## src/rtl/tema_pkg.sv

```systemverilog
// Shared types, constants and the divider step function for the triangle element assembler.
`timescale 1ns / 1ps
`default_nettype none
package tema_pkg;

  localparam int QDEPTH = 4;
  localparam int DIV_STAGES = 32;
  localparam logic [3:0] LAST_PAIR = 4'd8;

  // The reciprocal of 3 scaled by 2^49, split into 24-bit halves, for the mass division.
  localparam logic [23:0] MASS_RCP_LO = 24'hAAAAAB;
  localparam logic [23:0] MASS_RCP_HI = 24'hAAAAAA;

  typedef struct packed {
    logic [2:0][15:0] vid;
    logic [2:0][24:0] ex;
    logic [2:0][24:0] ey;
    logic [49:0]      acr;
    logic             degen;
  } tri_t;

  typedef struct packed {
    logic        vld;
    logic [15:0] row;
    logic [15:0] col;
    logic        neg;
    logic        ovf;
    logic        degen;
    logic        last;
    logic [49:0] den;
    logic [49:0] rem;
    logic [31:0] nbits;
    logic [31:0] q;
    logic [45:0] mq;
  } dstage_t;

  typedef struct packed {
    logic [15:0] row_vertex;
    logic [15:0] col_vertex;
    logic [31:0] stiffness;
    logic [45:0] mass;
    logic        degenerate;
    logic        last;
  } res_t;

  // One quotient bit of the stiffness division.
  function automatic dstage_t div_step(dstage_t s);
    logic [50:0] t;
    dstage_t     o;
    o = s;
    t = {s.rem, s.nbits[31]};
    if (t >= {1'b0, s.den}) begin
      o.rem = 50'(t - {1'b0, s.den});
      o.q   = {s.q[30:0], 1'b1};
    end else begin
      o.rem = t[49:0];
      o.q   = {s.q[30:0], 1'b0};
    end
    o.nbits = {s.nbits[30:0], 1'b0};
    return o;
  endfunction

endpackage
`default_nettype wire

```

## src/rtl/tema_front.sv

```systemverilog
// Front end: accepts triangles, forms edges and the doubled area, and classifies degenerate ones.
`timescale 1ns / 1ps
`default_nettype none
module tema_front (
  input  wire logic               clk,
  input  wire logic               rst_n,
  input  wire logic               room,
  input  wire logic               in_push,
  input  wire logic [15:0]        in_vertex_a,
  input  wire logic [15:0]        in_vertex_b,
  input  wire logic [15:0]        in_vertex_c,
  input  wire logic signed [23:0] in_ax,
  input  wire logic signed [23:0] in_ay,
  input  wire logic signed [23:0] in_bx,
  input  wire logic signed [23:0] in_by_coord,
  input  wire logic signed [23:0] in_cx,
  input  wire logic signed [23:0] in_cy,
  output logic                    push,
  output tema_pkg::tri_t          tri_out
);
  import tema_pkg::*;

  logic               e_vld_r, p_vld_r, t_vld_r;
  tri_t               e_r, p_r, t_r;
  logic signed [49:0] m0_r, m1_r;
  logic signed [50:0] area2;

  assign area2 = {m1_r[49], m1_r} - {m0_r[49], m0_r};
  assign push = room && t_vld_r;
  assign tri_out = t_r;

  always_ff @(posedge clk) begin
    if (!rst_n) begin
      e_vld_r <= 1'b0;
      p_vld_r <= 1'b0;
      t_vld_r <= 1'b0;
    end else if (room) begin
      e_vld_r <= in_push;
      p_vld_r <= e_vld_r;
      t_vld_r <= p_vld_r;
    end
  end

  always_ff @(posedge clk) begin
    if (room) begin
      e_r.vid   <= {in_vertex_c, in_vertex_b, in_vertex_a};
      e_r.ex[0] <= {in_bx[23], in_bx} - {in_ax[23], in_ax};
      e_r.ey[0] <= {in_by_coord[23], in_by_coord} - {in_ay[23], in_ay};
      e_r.ex[1] <= {in_cx[23], in_cx} - {in_bx[23], in_bx};
      e_r.ey[1] <= {in_cy[23], in_cy} - {in_by_coord[23], in_by_coord};
      e_r.ex[2] <= {in_ax[23], in_ax} - {in_cx[23], in_cx};
      e_r.ey[2] <= {in_ay[23], in_ay} - {in_cy[23], in_cy};
      e_r.acr   <= '0;
      e_r.degen <= 1'b0;
      p_r  <= e_r;
      m0_r <= $signed(e_r.ex[0]) * $signed(e_r.ey[2]);
      m1_r <= $signed(e_r.ey[0]) * $signed(e_r.ex[2]);
      t_r.vid   <= p_r.vid;
      t_r.ex    <= p_r.ex;
      t_r.ey    <= p_r.ey;
      t_r.acr   <= area2[50] ? 50'(-area2) : area2[49:0];
      t_r.degen <= (area2 == 51'sd0);
    end
  end
endmodule
`default_nettype wire

```

## config.mk

```make
export PLATFORM = sky130hd
export DESIGN_NAME = tema_front
export DESIGN_NICKNAME = d
export VERILOG_FILES = /design/src/rtl/tema_pkg.sv /design/src/rtl/tema_front.sv
export SDC_FILE = /design/constraint.sdc
export NUM_CORES = 2
export LEC_CHECK = 0
export BUFFER_PORTS_ARGS = -buffer_cell sky130_fd_sc_hd__clkbuf_2
export CAP_MARGIN = 30
export CORE_ASPECT_RATIO = 1.5
export CORE_MARGIN = 3
export CORE_UTILIZATION = 58
export DETAILED_ROUTE_END_ITERATION = 12
export PLACE_DENSITY = 0.79
export SLEW_MARGIN = 30
export SYNTH_ARGS = -nofsm -noshare
export SYNTH_HDL_FRONTEND = slang
export SYNTH_SLANG_ARGS = --single-unit
```

## constraint.sdc

```tcl
create_clock -name clk -period 6.7 [get_ports clk]
set_input_delay 1.005 -clock clk [delete_from_list [all_inputs] [get_ports clk]]
set_output_delay 1.005 -clock clk [all_outputs]
set_load 0.01 [all_outputs]
```

==> flow_metrics.env <==
export IMPL_synth_nets=9284
export IMPL_overflow=0
export IMPL_track_usage_pct=32.63
export IMPL_ys_seq_elements=748
export IMPL_hold_buffers=0
export IMPL_synth_cells=7288
export IMPL_worstPathRequired_ps=7140
export IMPL_seq_area_frac_synth_pct=28.46
export IMPL_gp_congestion=0.9841
export IMPL_synth_main_ff_cell="edfxtp_1"
export IMPL_core_area_um2=134800
export IMPL_htreeDepth=3
export IMPL_rsz0062_at_grt="true"
export IMPL_worstHoldPathType="reg -> reg"
export IMPL_worst_pin_slew_ps=921.9
export IMPL_violations="negative setup slack"
export IMPL_status="complete, but fails checks"
export IMPL_die_y_um=457.5
export IMPL_place_ws_ps=-664.5
export IMPL_die_area_um2=140500
export IMPL_vias=56310
export IMPL_synth_area_leaders="fa_1, edfxtp_1, ha_1, inv_1, and2_1"
export IMPL_critPathArrivalTime_ps=7800
export IMPL_yosys_area_top_type_share_pct=33.60
export IMPL_drive_gt1_share_pct=18.08
export IMPL_drtIter0Drc=3793
export IMPL_finalMaxSlewViolations=0
export IMPL_slowest_stage="fa_2"
export IMPL_setup_violations_final=40
export IMPL_area_growth_pct=17.10
export IMPL_post_place_cells=9827
export IMPL_synth_cell_types=102
export IMPL_path_buf_inv=6
export IMPL_routed_via_density=5.601
export IMPL_timing_worst_setup_path_type="reg -> reg"
export IMPL_finalCriticalPeriod_ps=7358
export IMPL_initial_core_util_pct=58.47
export IMPL_hold_viol=0
export IMPL_synth_most_common_cell="inv_1"
export IMPL_cts_made_buffers=79
export IMPL_worstSkewPairLatency_ps=720
export IMPL_fmaxAchievable_mhz=135.9
export IMPL_grt_max_degree=192
export IMPL_wl_um=225000
export IMPL_drc=0
export IMPL_synth_largest_area_cell="fa_1"
export IMPL_maxSlewHeadroom_pct=37.89
export IMPL_setup_tns_ps=-14290
export IMPL_end_kind="flop"
export IMPL_critPathLaunchType="flop"
export IMPL_netlist_top_cells_count="inv_1, fa_1, nand2_1"
export IMPL_cts_path_max_buffers=3
export IMPL_postRouteAntennaNets=0
export IMPL_cts_root_buf="clkbuf_16"
export IMPL_syn_mean_instance_area_um2=10.82
export IMPL_cts_sinks=748
export IMPL_dr_pass1_iters=5
export IMPL_grt_pass1_wl_um=345000
export IMPL_critPathMaxFanout=4
export IMPL_drv_cap=0
export IMPL_grt_pass1_vias=62050
export IMPL_worst_clock_skew_ps=32.18
export IMPL_clkTransAtPathRegs_ps=70
export IMPL_ios=446
export IMPL_dieWidth_um=307
export IMPL_final_net_count=10230
export IMPL_detail_route_wl_per_cell_um=22.38
export IMPL_dp_hpwl_um=184800
export IMPL_portBuffers=445
export IMPL_crit_family="adder cells"
export IMPL_post_route_period_util_pct=109.8
export IMPL_synth_edf_count=745
export IMPL_netlist_area_um2=78820
export IMPL_setup_ws_ps=-658.1
export IMPL_slowest_delay_ps=570
export IMPL_critPathMostFrequentCell="fa_1"
export IMPL_tritoncts="yes"
export IMPL_stdcell_count=10050
export IMPL_antenna_found_initial=13
export IMPL_ys_warn_count=0
export IMPL_async_flop_share_pct=0
export IMPL_fp_row_count=165
-- cell families (layout without fill, tap and decap cells) --
kind of cell             count (synthesis)  count (layout)  synth area share (%)
adder cells (fa/ha/maj)               1800            1800                 41.17
AO/OA/AOI/OAI                          735             735                 6.165
other                                    0               8                     0
multiplexers                             6               6               0.07620
AND/OR/NAND/NOR                       1971            1971                 12.52
flip-flops                             748             748                 28.46
buffers and inverters                 1735            2740                 8.313
XOR/XNOR                               293             293                 3.289
-- area by class of cell --
cell class,count,area (µm²)
antenna,8,20.02
clock buffer,90,2039
clock inverter,54,589.3
fill,9653,42510
inverter,1502,5642
multi-input combinational,4805,51020
sequential,748,22430
tap,1753,2193
timing repair buffer,1094,8368
-- cell usage in the layout (no fill, tap or decap), types with 35 or more instances in the layout --
cell type  count
buf_6         42
xnor2_1      202
inv_1       1467
and2_1       591
o21ai_0      125
nor2b_1       52
clkbuf_16     81
buf_4        520
xor2_1        76
nor3_1        67
nand2_1      736
nand2b_1      51
nand3_1       53
fa_1        1288
clkbuf_2     444
nor2_1       219
a21o_1        88
fa_2          35
ha_1         452
buf_12        81
a21oi_1      193
edfxtp_1     745
-- sequential cells by signal, indices dropped and copies added, names as in the netlist --
register,cells
t_vld_r,1
tri_out,249
m1_r,50
p_vld_r,1
e_vld_r,1
e_r,198
m0_r,50
p_r,198
-- final timing paths --
| kind | to | from | depth (start not counted) | slack (ps) |
|---|---|---|---|---|
| worst max-delay path | m1_r[49] | e_r[177] | 27 | -660 |
| worst min-delay path | tri_out[204] | p_r[204] | 0 | 410 |
| worst max register to register | m1_r[49] | e_r[177] | 27 | -660 |
| worst min register to register | tri_out[204] | p_r[204] | 0 | 410 |
-- metal layers --
| layer | GRT usage, % | wire (µm) | part of all wire [%] |
|---|---|---|---|
| met1 | 34.67 | 73670 | 33 |
| met2 | 56.44 | 114000 | 51 |
| met3 | 6.340 | 15010 | 6.7 |
| met4 | 26.28 | 22280 | 9.9 |
| met5 | 0 | 78 | 0.035 |
-- per-stage QoR --
stage / hold slack (ps) / cell area (µm²) / util (%)
2_1_floorplan: 400.3 / 79440 / -
3_3_place_gp: 400.4 / 87940 / 65.23
3_5_place_dp: 404.5 / 87960 / 65.24
4_1_cts: 406.3 / 91480 / 67.85
5_1_grt: 411.9 / 92300 / 68.46
6_report: 406.1 / 92300 / 68.47
-- timing repair --
action                                  in CTS  in global routing
pin swaps                                   95                 70
endpoints found under the hold margin        0                  0
endpoints found under the setup margin      45                 50
cloned                                       2                  2
resized for setup                          116                135
setup buffers                               50                 28
Power is left out: the tool's default activity adds up to more than one toggle a clock period on the data nets, which glitch-free logic cannot reach.
