`src/rtl/tema_pkg.sv`:
```
// Shared types, constants and the divider step function for the triangle element assembler.
`timescale 1ns / 1ps
`default_nettype none
package tema_pkg;

  localparam int QDEPTH = 4;
  localparam int DIV_STAGES = 32;
  localparam logic [3:0] LAST_PAIR = 4'd8;

  // The reciprocal of 3 scaled by 2^49, split into 24-bit halves, for the mass division.
  localparam logic [23:0] MASS_RCP_LO = 24'hAAAAAB;
  localparam logic [23:0] MASS_RCP_HI = 24'hAAAAAA;

  typedef struct packed {
    logic [2:0][15:0] vid;
    logic [2:0][24:0] ex;
    logic [2:0][24:0] ey;
    logic [49:0]      acr;
    logic             degen;
  } tri_t;

  typedef struct packed {
    logic        vld;
    logic [15:0] row;
    logic [15:0] col;
    logic        neg;
    logic        ovf;
    logic        degen;
    logic        last;
    logic [49:0] den;
    logic [49:0] rem;
    logic [31:0] nbits;
    logic [31:0] q;
    logic [45:0] mq;
  } dstage_t;

  typedef struct packed {
    logic [15:0] row_vertex;
    logic [15:0] col_vertex;
    logic [31:0] stiffness;
    logic [45:0] mass;
    logic        degenerate;
    logic        last;
  } res_t;

  // One quotient bit of the stiffness division.
  function automatic dstage_t div_step(dstage_t s);
    logic [50:0] t;
    dstage_t     o;
    o = s;
    t = {s.rem, s.nbits[31]};
    if (t >= {1'b0, s.den}) begin
      o.rem = 50'(t - {1'b0, s.den});
      o.q   = {s.q[30:0], 1'b1};
    end else begin
      o.rem = t[49:0];
      o.q   = {s.q[30:0], 1'b0};
    end
    o.nbits = {s.nbits[30:0], 1'b0};
    return o;
  endfunction

endpackage
`default_nettype wire

```
`src/rtl/tema_queue.sv`:
```
// Short queue of classified triangles between the front and back ends.
`timescale 1ns / 1ps
`default_nettype none
module tema_queue (
  input  wire logic      clk,
  input  wire logic      rst_n,
  input  wire logic      push,
  input  tema_pkg::tri_t din,
  input  wire logic      pop,
  output tema_pkg::tri_t dout,
  output logic           head_vld,
  output logic           room
);
  import tema_pkg::*;

  tri_t       mem_r [QDEPTH];
  logic [1:0] wp_r, rp_r;
  logic [2:0] cnt_r;

  assign dout = mem_r[rp_r];
  assign head_vld = (cnt_r != 3'd0);
  assign room = (cnt_r < 3'(QDEPTH));

  always_ff @(posedge clk) begin
    if (push) begin
      mem_r[wp_r] <= din;
    end
  end

  always_ff @(posedge clk) begin
    if (!rst_n) begin
      wp_r  <= '0;
      rp_r  <= '0;
      cnt_r <= '0;
    end else begin
      if (push) begin
        wp_r <= wp_r + 2'd1;
      end
      if (pop) begin
        rp_r <= rp_r + 2'd1;
      end
      cnt_r <= cnt_r + {2'b0, push} - {2'b0, pop};
    end
  end
endmodule
`default_nettype wire

```
`config.mk`:
```
export PLATFORM = sky130hd
export DESIGN_NAME = tema_queue
export DESIGN_NICKNAME = d
export VERILOG_FILES = /design/src/rtl/tema_pkg.sv /design/src/rtl/tema_queue.sv
export SDC_FILE = /design/constraint.sdc
export NUM_CORES = 1
export LEC_CHECK = 0
export CAP_MARGIN = 20
export CORE_MARGIN = 1.5
export CORE_UTILIZATION = 26
export DETAILED_ROUTE_END_ITERATION = 8
export DONT_BUFFER_PORTS = 1
export HOLD_SLACK_MARGIN = 0.12
export MAX_ROUTING_LAYER = met4
export SYNTH_ARGS = -nofsm -noshare
export SYNTH_HDL_FRONTEND = slang
export SYNTH_SLANG_ARGS = --single-unit
```
`constraint.sdc`:
```
create_clock -name clk -period 14 [get_ports clk]
set_input_delay 1.4 -clock clk [delete_from_list [all_inputs] [get_ports clk]]
set_output_delay 1.4 -clock clk [all_outputs]
set_load 0.02 [all_outputs]
```
==> qor.yml, run 1 <==
synth_nets: 1603
design_area_mm2: 0.0419
dieArea_mm2: 0.142
r2r-start: "wp_r[0]"
slew_violations: 0
root_buffer: "clkbuf_16"
yosysSeqAreaShare: 0.827
core_area_mm2: 0.139
synthFlopType: "edfxtp_1"
drc: 0
syn_area_per_cell_um2: 27.1
multi_input_area_mm2: 0.00585
required_ns: 12.60
worstSetupEndpointType: "primary output"
gr-usage-all-layers: 0.102
synthArstFlopShare: 0
die_x_um: 377
layout-drive-gt1-share: 0.288
routed_wirelength_mm: 72.1
cts_tree: "done"
powerDensity_mw_per_mm2: 161
clkSlewWorstSetupHoldPaths_ns: 0.07
skew_ns: 0.0377
maxSlewHeadroom: 0.343
period_needed_ns: 5.40
final_util: 0.301
place_ws_ns: 9.16
fin_ws_ns: 8.60
synthCells: 1343
cap_violations: 0
synthToLayoutAreaGrowth_pct: 15.3
hpwl_mm: 45.1
synth_top_area_share: 0.822
hold_viol: 0
synth-edff-count: 996
ant_nets: 0
yosysUniqueCellTypes: 18
rows: 137
tightestPinTransition_ns: 0.986
worst-path-max-fanout: 84
outcome: "finished clean"
cts-htree-levels: 3
worst_hold_path_type: "reg2reg"
regArea_mm2: 0.0301
power_leakage_nw: 12.5
gp_congestion: 0.807
grt_util_met3: 0.0568
antenna_found_initial: 4
cpMaxStageDelayCell: "dfxtp_4"
ys_ff_latch: 1005
grt_first_pass_wirelength_mm: 103
clockBufferDepth: 3
wl_per_cell_um: 21.3
max_stage_delay_ns: 0.90
fin_nets: 1673
dpl_cell_area_mm2: 0.0385
yosysMostFrequentCell: "edfxtp_1"
synth_top_area_cell: "edfxtp_1"
fmax_mhz: 185
firstDrtPassIters: 7
postCtsSetupBuffers: 0
cts.sinks: 1005
ff2ff_path_depth: 4
drtIter0Drc: 1161
met2_usage: 0.163
initial_core_util: 0.261
grt.overflow.total: 0
grt_setup_unrepaired: "no"
arrival_ns: 4.00
vias_per_cell: 4.20
top_usage_layer: "met2"
synthTopCellsByCount: "996 x edfxtp_1, 249 x mux4_2, 26 x buf_2"
cts_buffers: 101
pin_count: 504
setup_viol: 0
path_cells: "buf_12 > buf_4 > mux4_2"
portBuffers: 0
synth_area_mm2: 0.0364
insertion_delay_ns: 0.71
min_path_cells: 2
start_kind: "register"
die_height_um: 377
setup_tns_ns: 0
ctsHoldBuffers: 0
vdd_drop_max_mv: 0.112
yosys_warnings: 0
grt_pass1_vias: 15135
vias: 14205
finalCritPeriodShare: 0.386
min-delay-start: "rp_r[0]"
cts_resized: 0
nFillCells: 13209
grt.met1_usage: 0.106
synthTopCellsByArea: "edfxtp_1 82%, mux4_2 15%, buf_6 0.77%, dfxtp_1 0.50%, buf_2 0.36%"
critPathKind: "reg2out"
grt_max_degree: 105
==> report_power, final <==
| part | internal, mW | leakage, nW | switching (mW) |
|---|---|---|---|
| Clock | 1.60 | 1.65 | 1.12 |
| Combinational | 0.180 | 1.63 | 0.353 |
| Sequential | 3.46 | 9.22 | 0.0437 |
| Total | 5.24 | 12.5 | 1.52 |
==> metal layers <==
metal  vias to the layer above  part of all wire  routed length [um]
met3                       134              0.13                9030
met1                      7515              0.35               25500
met4                         0             0.028                1990
li1                       5996                 -                   -
met2                       560              0.49               35700
met5                         -                 0                   0
==> final cells by class <==
class                           instances  share of cell area
Timing Repair Buffer                   23             0.00471
Clock inverter                         63              0.0177
Antenna cell                           13            0.000776
Clock buffer                          122              0.0632
Tap cell                             1876              0.0560
Inverter                                7            0.000627
Multi-Input combinational cell        275               0.139
Sequential cell                      1005               0.718
==> through the flow <==
step                instances  power [mW]  hold slack [ns]
CTS                      3371        6.86            0.526
finish                   3384        6.76            0.525
detailed placement       3186        4.12            0.524
global placement         3186        4.11            0.511
global route             3384        6.99            0.554
floorplan                1343        4.03            0.499
==> cells in the final DEF (no fill, tap or decap), types with 2 or more instances in the layout <==
master / synthesis / routed
dfxtp_1: 9 / 7
ha_1: 6 / 6
edfxtp_1: 996 / 996
buf_4: 0 / 21
buf_12: 0 / 2
clkbuf_1: 5 / 19
clkinvlp_4: 0 / 3
inv_1: 7 / 7
bufinv_16: 0 / 13
clkinv_4: 0 / 5
diode_2: 0 / 13
clkinv_2: 0 / 19
nor2_1: 6 / 6
dfxtp_4: 0 / 2
clkinv_16: 0 / 2
and2_4: 0 / 4
clkinv_1: 0 / 15
clkbuf_16: 0 / 103
inv_6: 0 / 4
inv_16: 0 / 2
mux4_2: 249 / 249
xnor2_1: 2 / 2
==> cells by family (layout without fill, tap and decap cells) <==
kind of cell	count (synthesis)	in the layout	synth area share
XOR/XNOR	3	3	0.00110
buffers and inverters	63	215	0.0126
adder cells (fa/ha/maj)	7	7	0.00261
flip-flops	1005	1005	0.827
AO/OA/AOI/OAI	2	2	0.000413
AND/OR/NAND/NOR	13	13	0.00186
multiplexers	250	250	0.154
other	0	13	0
==> critical path, delay by kind of cell (launching register included) <==
family,cells,cell delay [ns]
buffers and inverters,2,1.37
DFF,1,0.90
muxes,1,0.71
==> state kept, by name, summed over array words and instances, names as in the netlist, named ones only <==
register	cells
cnt_r	3
mem_r	996
rp_r	2
wp_r	2
==> path summary, 6_finish.rpt <==
path / to / slack [ns]
setup / recovery: dout[188] / 8.60
hold / removal: register / 0.52
setup reg to reg: mem_r[1][164] / 10.65
hold reg to reg: register / 0.52
Note: power is estimated with default switching activity, not from simulation.
==> run 2, diff against run 1 <==
==> constraint.sdc (replaced) <==
create_clock -name clk -period 5.5 [get_ports clk]
set_input_delay 0.55 -clock clk [delete_from_list [all_inputs] [get_ports clk]]
set_output_delay 0.55 -clock clk [all_outputs]
set_load 0.02 [all_outputs]
==> run 2 against run 1 <==
Net effect: via count is 6.6% higher; register-to-register slack worse by 7.6 ns; die area stayed put; utilization is 1.8 points higher; clock skew is 0.012 ns lower; count of clock-buffer cells in the layout is 6 higher; final cell count is 7.7% higher; sequential share of layout area is 4.1 points lower; clock power is 140% higher; sequential power grew to 2.5 times the previous value; sequential cell count stayed put; global-route usage is 0.11 points higher; critical endpoint is now dout[117].
==> qor.yml, run 2 (synthesized netlist as in run 1, its figures left out) <==
hold_viol: 0  # unchanged
root_buffer: "clkbuf_16"
vias: 15144  # +6.6%
cpMaxStageDelayCell: "dfxtp_4"
required_ns: 4.95  # -7.65 ns
holdWs_ns: 0.240  # -0.285 ns
postCtsSetupBuffers: 0  # unchanged
skew_ns: 0.0256  # -0.0120 ns
final_util: 0.319  # +0.0181
worst-path-buf-inv: 1  # -1
min_path_cells: 1  # -1
worst_hold_path_type: "in2reg"
cts_buffers: 103  # +2.0%
grt_setup_unrepaired: "no"
grt_pass1_vias: 16389  # +8.3%
dieArea_mm2: 0.142  # unchanged
critPathKind: "reg2out"
cts_tree: "done"
finalPower_mw: 17.1  # +150%
grt_max_degree: 130  # +24%
period_needed_ns: 3.46
cts.sinks: 1005  # unchanged
routed_wirelength_mm: 73.2  # +1.4%
outcome: "finished clean"
drtIter0Drc: 892  # -23%
initial_core_util: 0.261  # unchanged
powerDensity_mw_per_mm2: 385  # +140%
largest_register_ffs: 996  # unchanged
setup_viol: 0  # unchanged
power_leakage_nw: 13.5  # +8.1%
tightestPinTransition_ns: 1.16  # +0.170 ns
top_register: "mem_r"
gr-usage-all-layers: 0.104  # +0.00109
wl_met1_mm: 28.0  # +10%
gp_congestion: 0.726  # -10%
worstSetupEndpointType: "primary output"
core_area_mm2: 0.139  # unchanged
synthToLayoutAreaGrowth_pct: 22.2
layout-drive-gt1-share: 0.242  # -0.0455
met3_length_mm: 7.31  # -19%
die_height_um: 377  # unchanged
crit_family: "flip-flops"
max_stage_delay_ns: 0.96  # +0.06 ns
wl_per_cell_um: 20.1  # -5.8%
die_x_um: 377  # unchanged
hpwl_mm: 43.6  # -3.3%
drc: 0  # unchanged
pin_count: 504  # unchanged
clockBufferDepth: 3  # unchanged
slew_violations: 0  # unchanged
cap_violations: 0  # unchanged
top_layer: "met4"
start_kind: "register"
fin_nets: 1925  # +15%
r2r-start: "wp_r[0]"
antenna_found_initial: 14  # +10
cts-htree-levels: 3  # unchanged
maxSlewHeadroom: 0.229  # -0.113
dr_wl_met2_mm: 36.4  # +2.1%
ff2ff_path_depth: 4  # unchanged
arrival_ns: 2.91  # -1.09 ns
vdd_drop_max_mv: 0.251  # +120%
final_common_cell: "edfxtp_1"
worst-path-max-fanout: 60  # -29%
finalCritPeriodShare: 0.628
portBuffers: 0  # unchanged
clkSlewWorstSetupHoldPaths_ns: 0.06  # about the same
grt_first_pass_wirelength_mm: 107  # +3.1%
r2r-end: "mem_r[2][32]"
vias_per_cell: 4.16  # -0.97%
reg.largest.list: "mem_r (996), cnt_r (3)"
insertion_delay_ns: 0.71  # about the same
min_to: "mem_r[3][198]"
grt.overflow.total: 0  # unchanged
ant_nets: 0  # unchanged
firstDrtPassIters: 5  # -2
min-delay-start: "push"
layout_common_cells: "996 x edfxtp_1, 253 x dlygate4sd3_1, 249 x mux4_2"
path_cells: "buf_12 > mux4_2"
setup_tns_ns: 0  # unchanged
rows: 137  # unchanged
fmax_mhz: 289
reg2reg_slack_ns: 3.05  # -7.60 ns
run 2: cell count changes in the layout (fill, tap and decap cells not counted), moves of 2 or more:
cell / previous run / this run
buf_12: 2 / 13
bufinv_16: 13 / 5
inv_8: 0 / 2
clkbuf_1: 19 / 23
inv_6: 4 / 6
clkinv_1: 15 / 20
buf_4: 21 / 7
dlygate4sd3_1: 0 / 253
diode_2: 13 / 16
clkbuf_8: 0 / 2
run 2: routing by layer:
layer  up-vias  GRT usage
li1       6524          -
met1      8018      0.118
met2       506      0.165
met3        96     0.0434
met4         0     0.0340
met5         -          -
run 2: worst max-delay path by stage:
stage / slack, ns / cells past startpoint / from / end
global route: 1.74 / 2 / register / dout[35]
global placement: 2.63 / 2 / register / dout[207]
CTS: 1.79 / 2 / register / dout[207]
detailed placement: 2.60 / 2 / register / dout[86]
finish: 2.04 / 2 / register / dout[117]
floorplan: 1.47 / 1 / push / mem_r[1][0]
run 2: where the power goes:
part / internal, mW / leakage (nW) / total (mW) / switching, mW
clock: 3.74 / 1.59 / 6.58 / 2.84
combinational: 0.599 / 2.71 / 1.63 / 1.03
sequential: 8.82 / 9.22 / 8.92 / 0.100
total: 13.2 / 13.5 / 17.1 / 3.97
run 2: what timing repair did:
item                       CTS  global route
gates resized for setup      0             0
hold buffers               253             0
hold endpoints to repair  1005             0
run 2: cell type report:
cell class,count,area (um^2)
Antenna cell,16,40.0
Clock buffer,128,2690
Clock inverter,63,563
Fill cell,13095,94700
Inverter,7,26.3
Multi-Input combinational cell,275,5850
Sequential cell,1005,30100
Tap cell,1876,2350
Timing Repair Buffer,273,2850
run 2: metrics by stage:
step                setup WS (ns)  instance area [um^2]  instances
finish                       2.04                 44500       3643
global route                 1.74                 44500       3641
CTS                          1.79                 44400       3627
detailed placement           2.60                 38600       3183
global placement             2.63                 38600       3183
floorplan                    1.47                 36400       1343
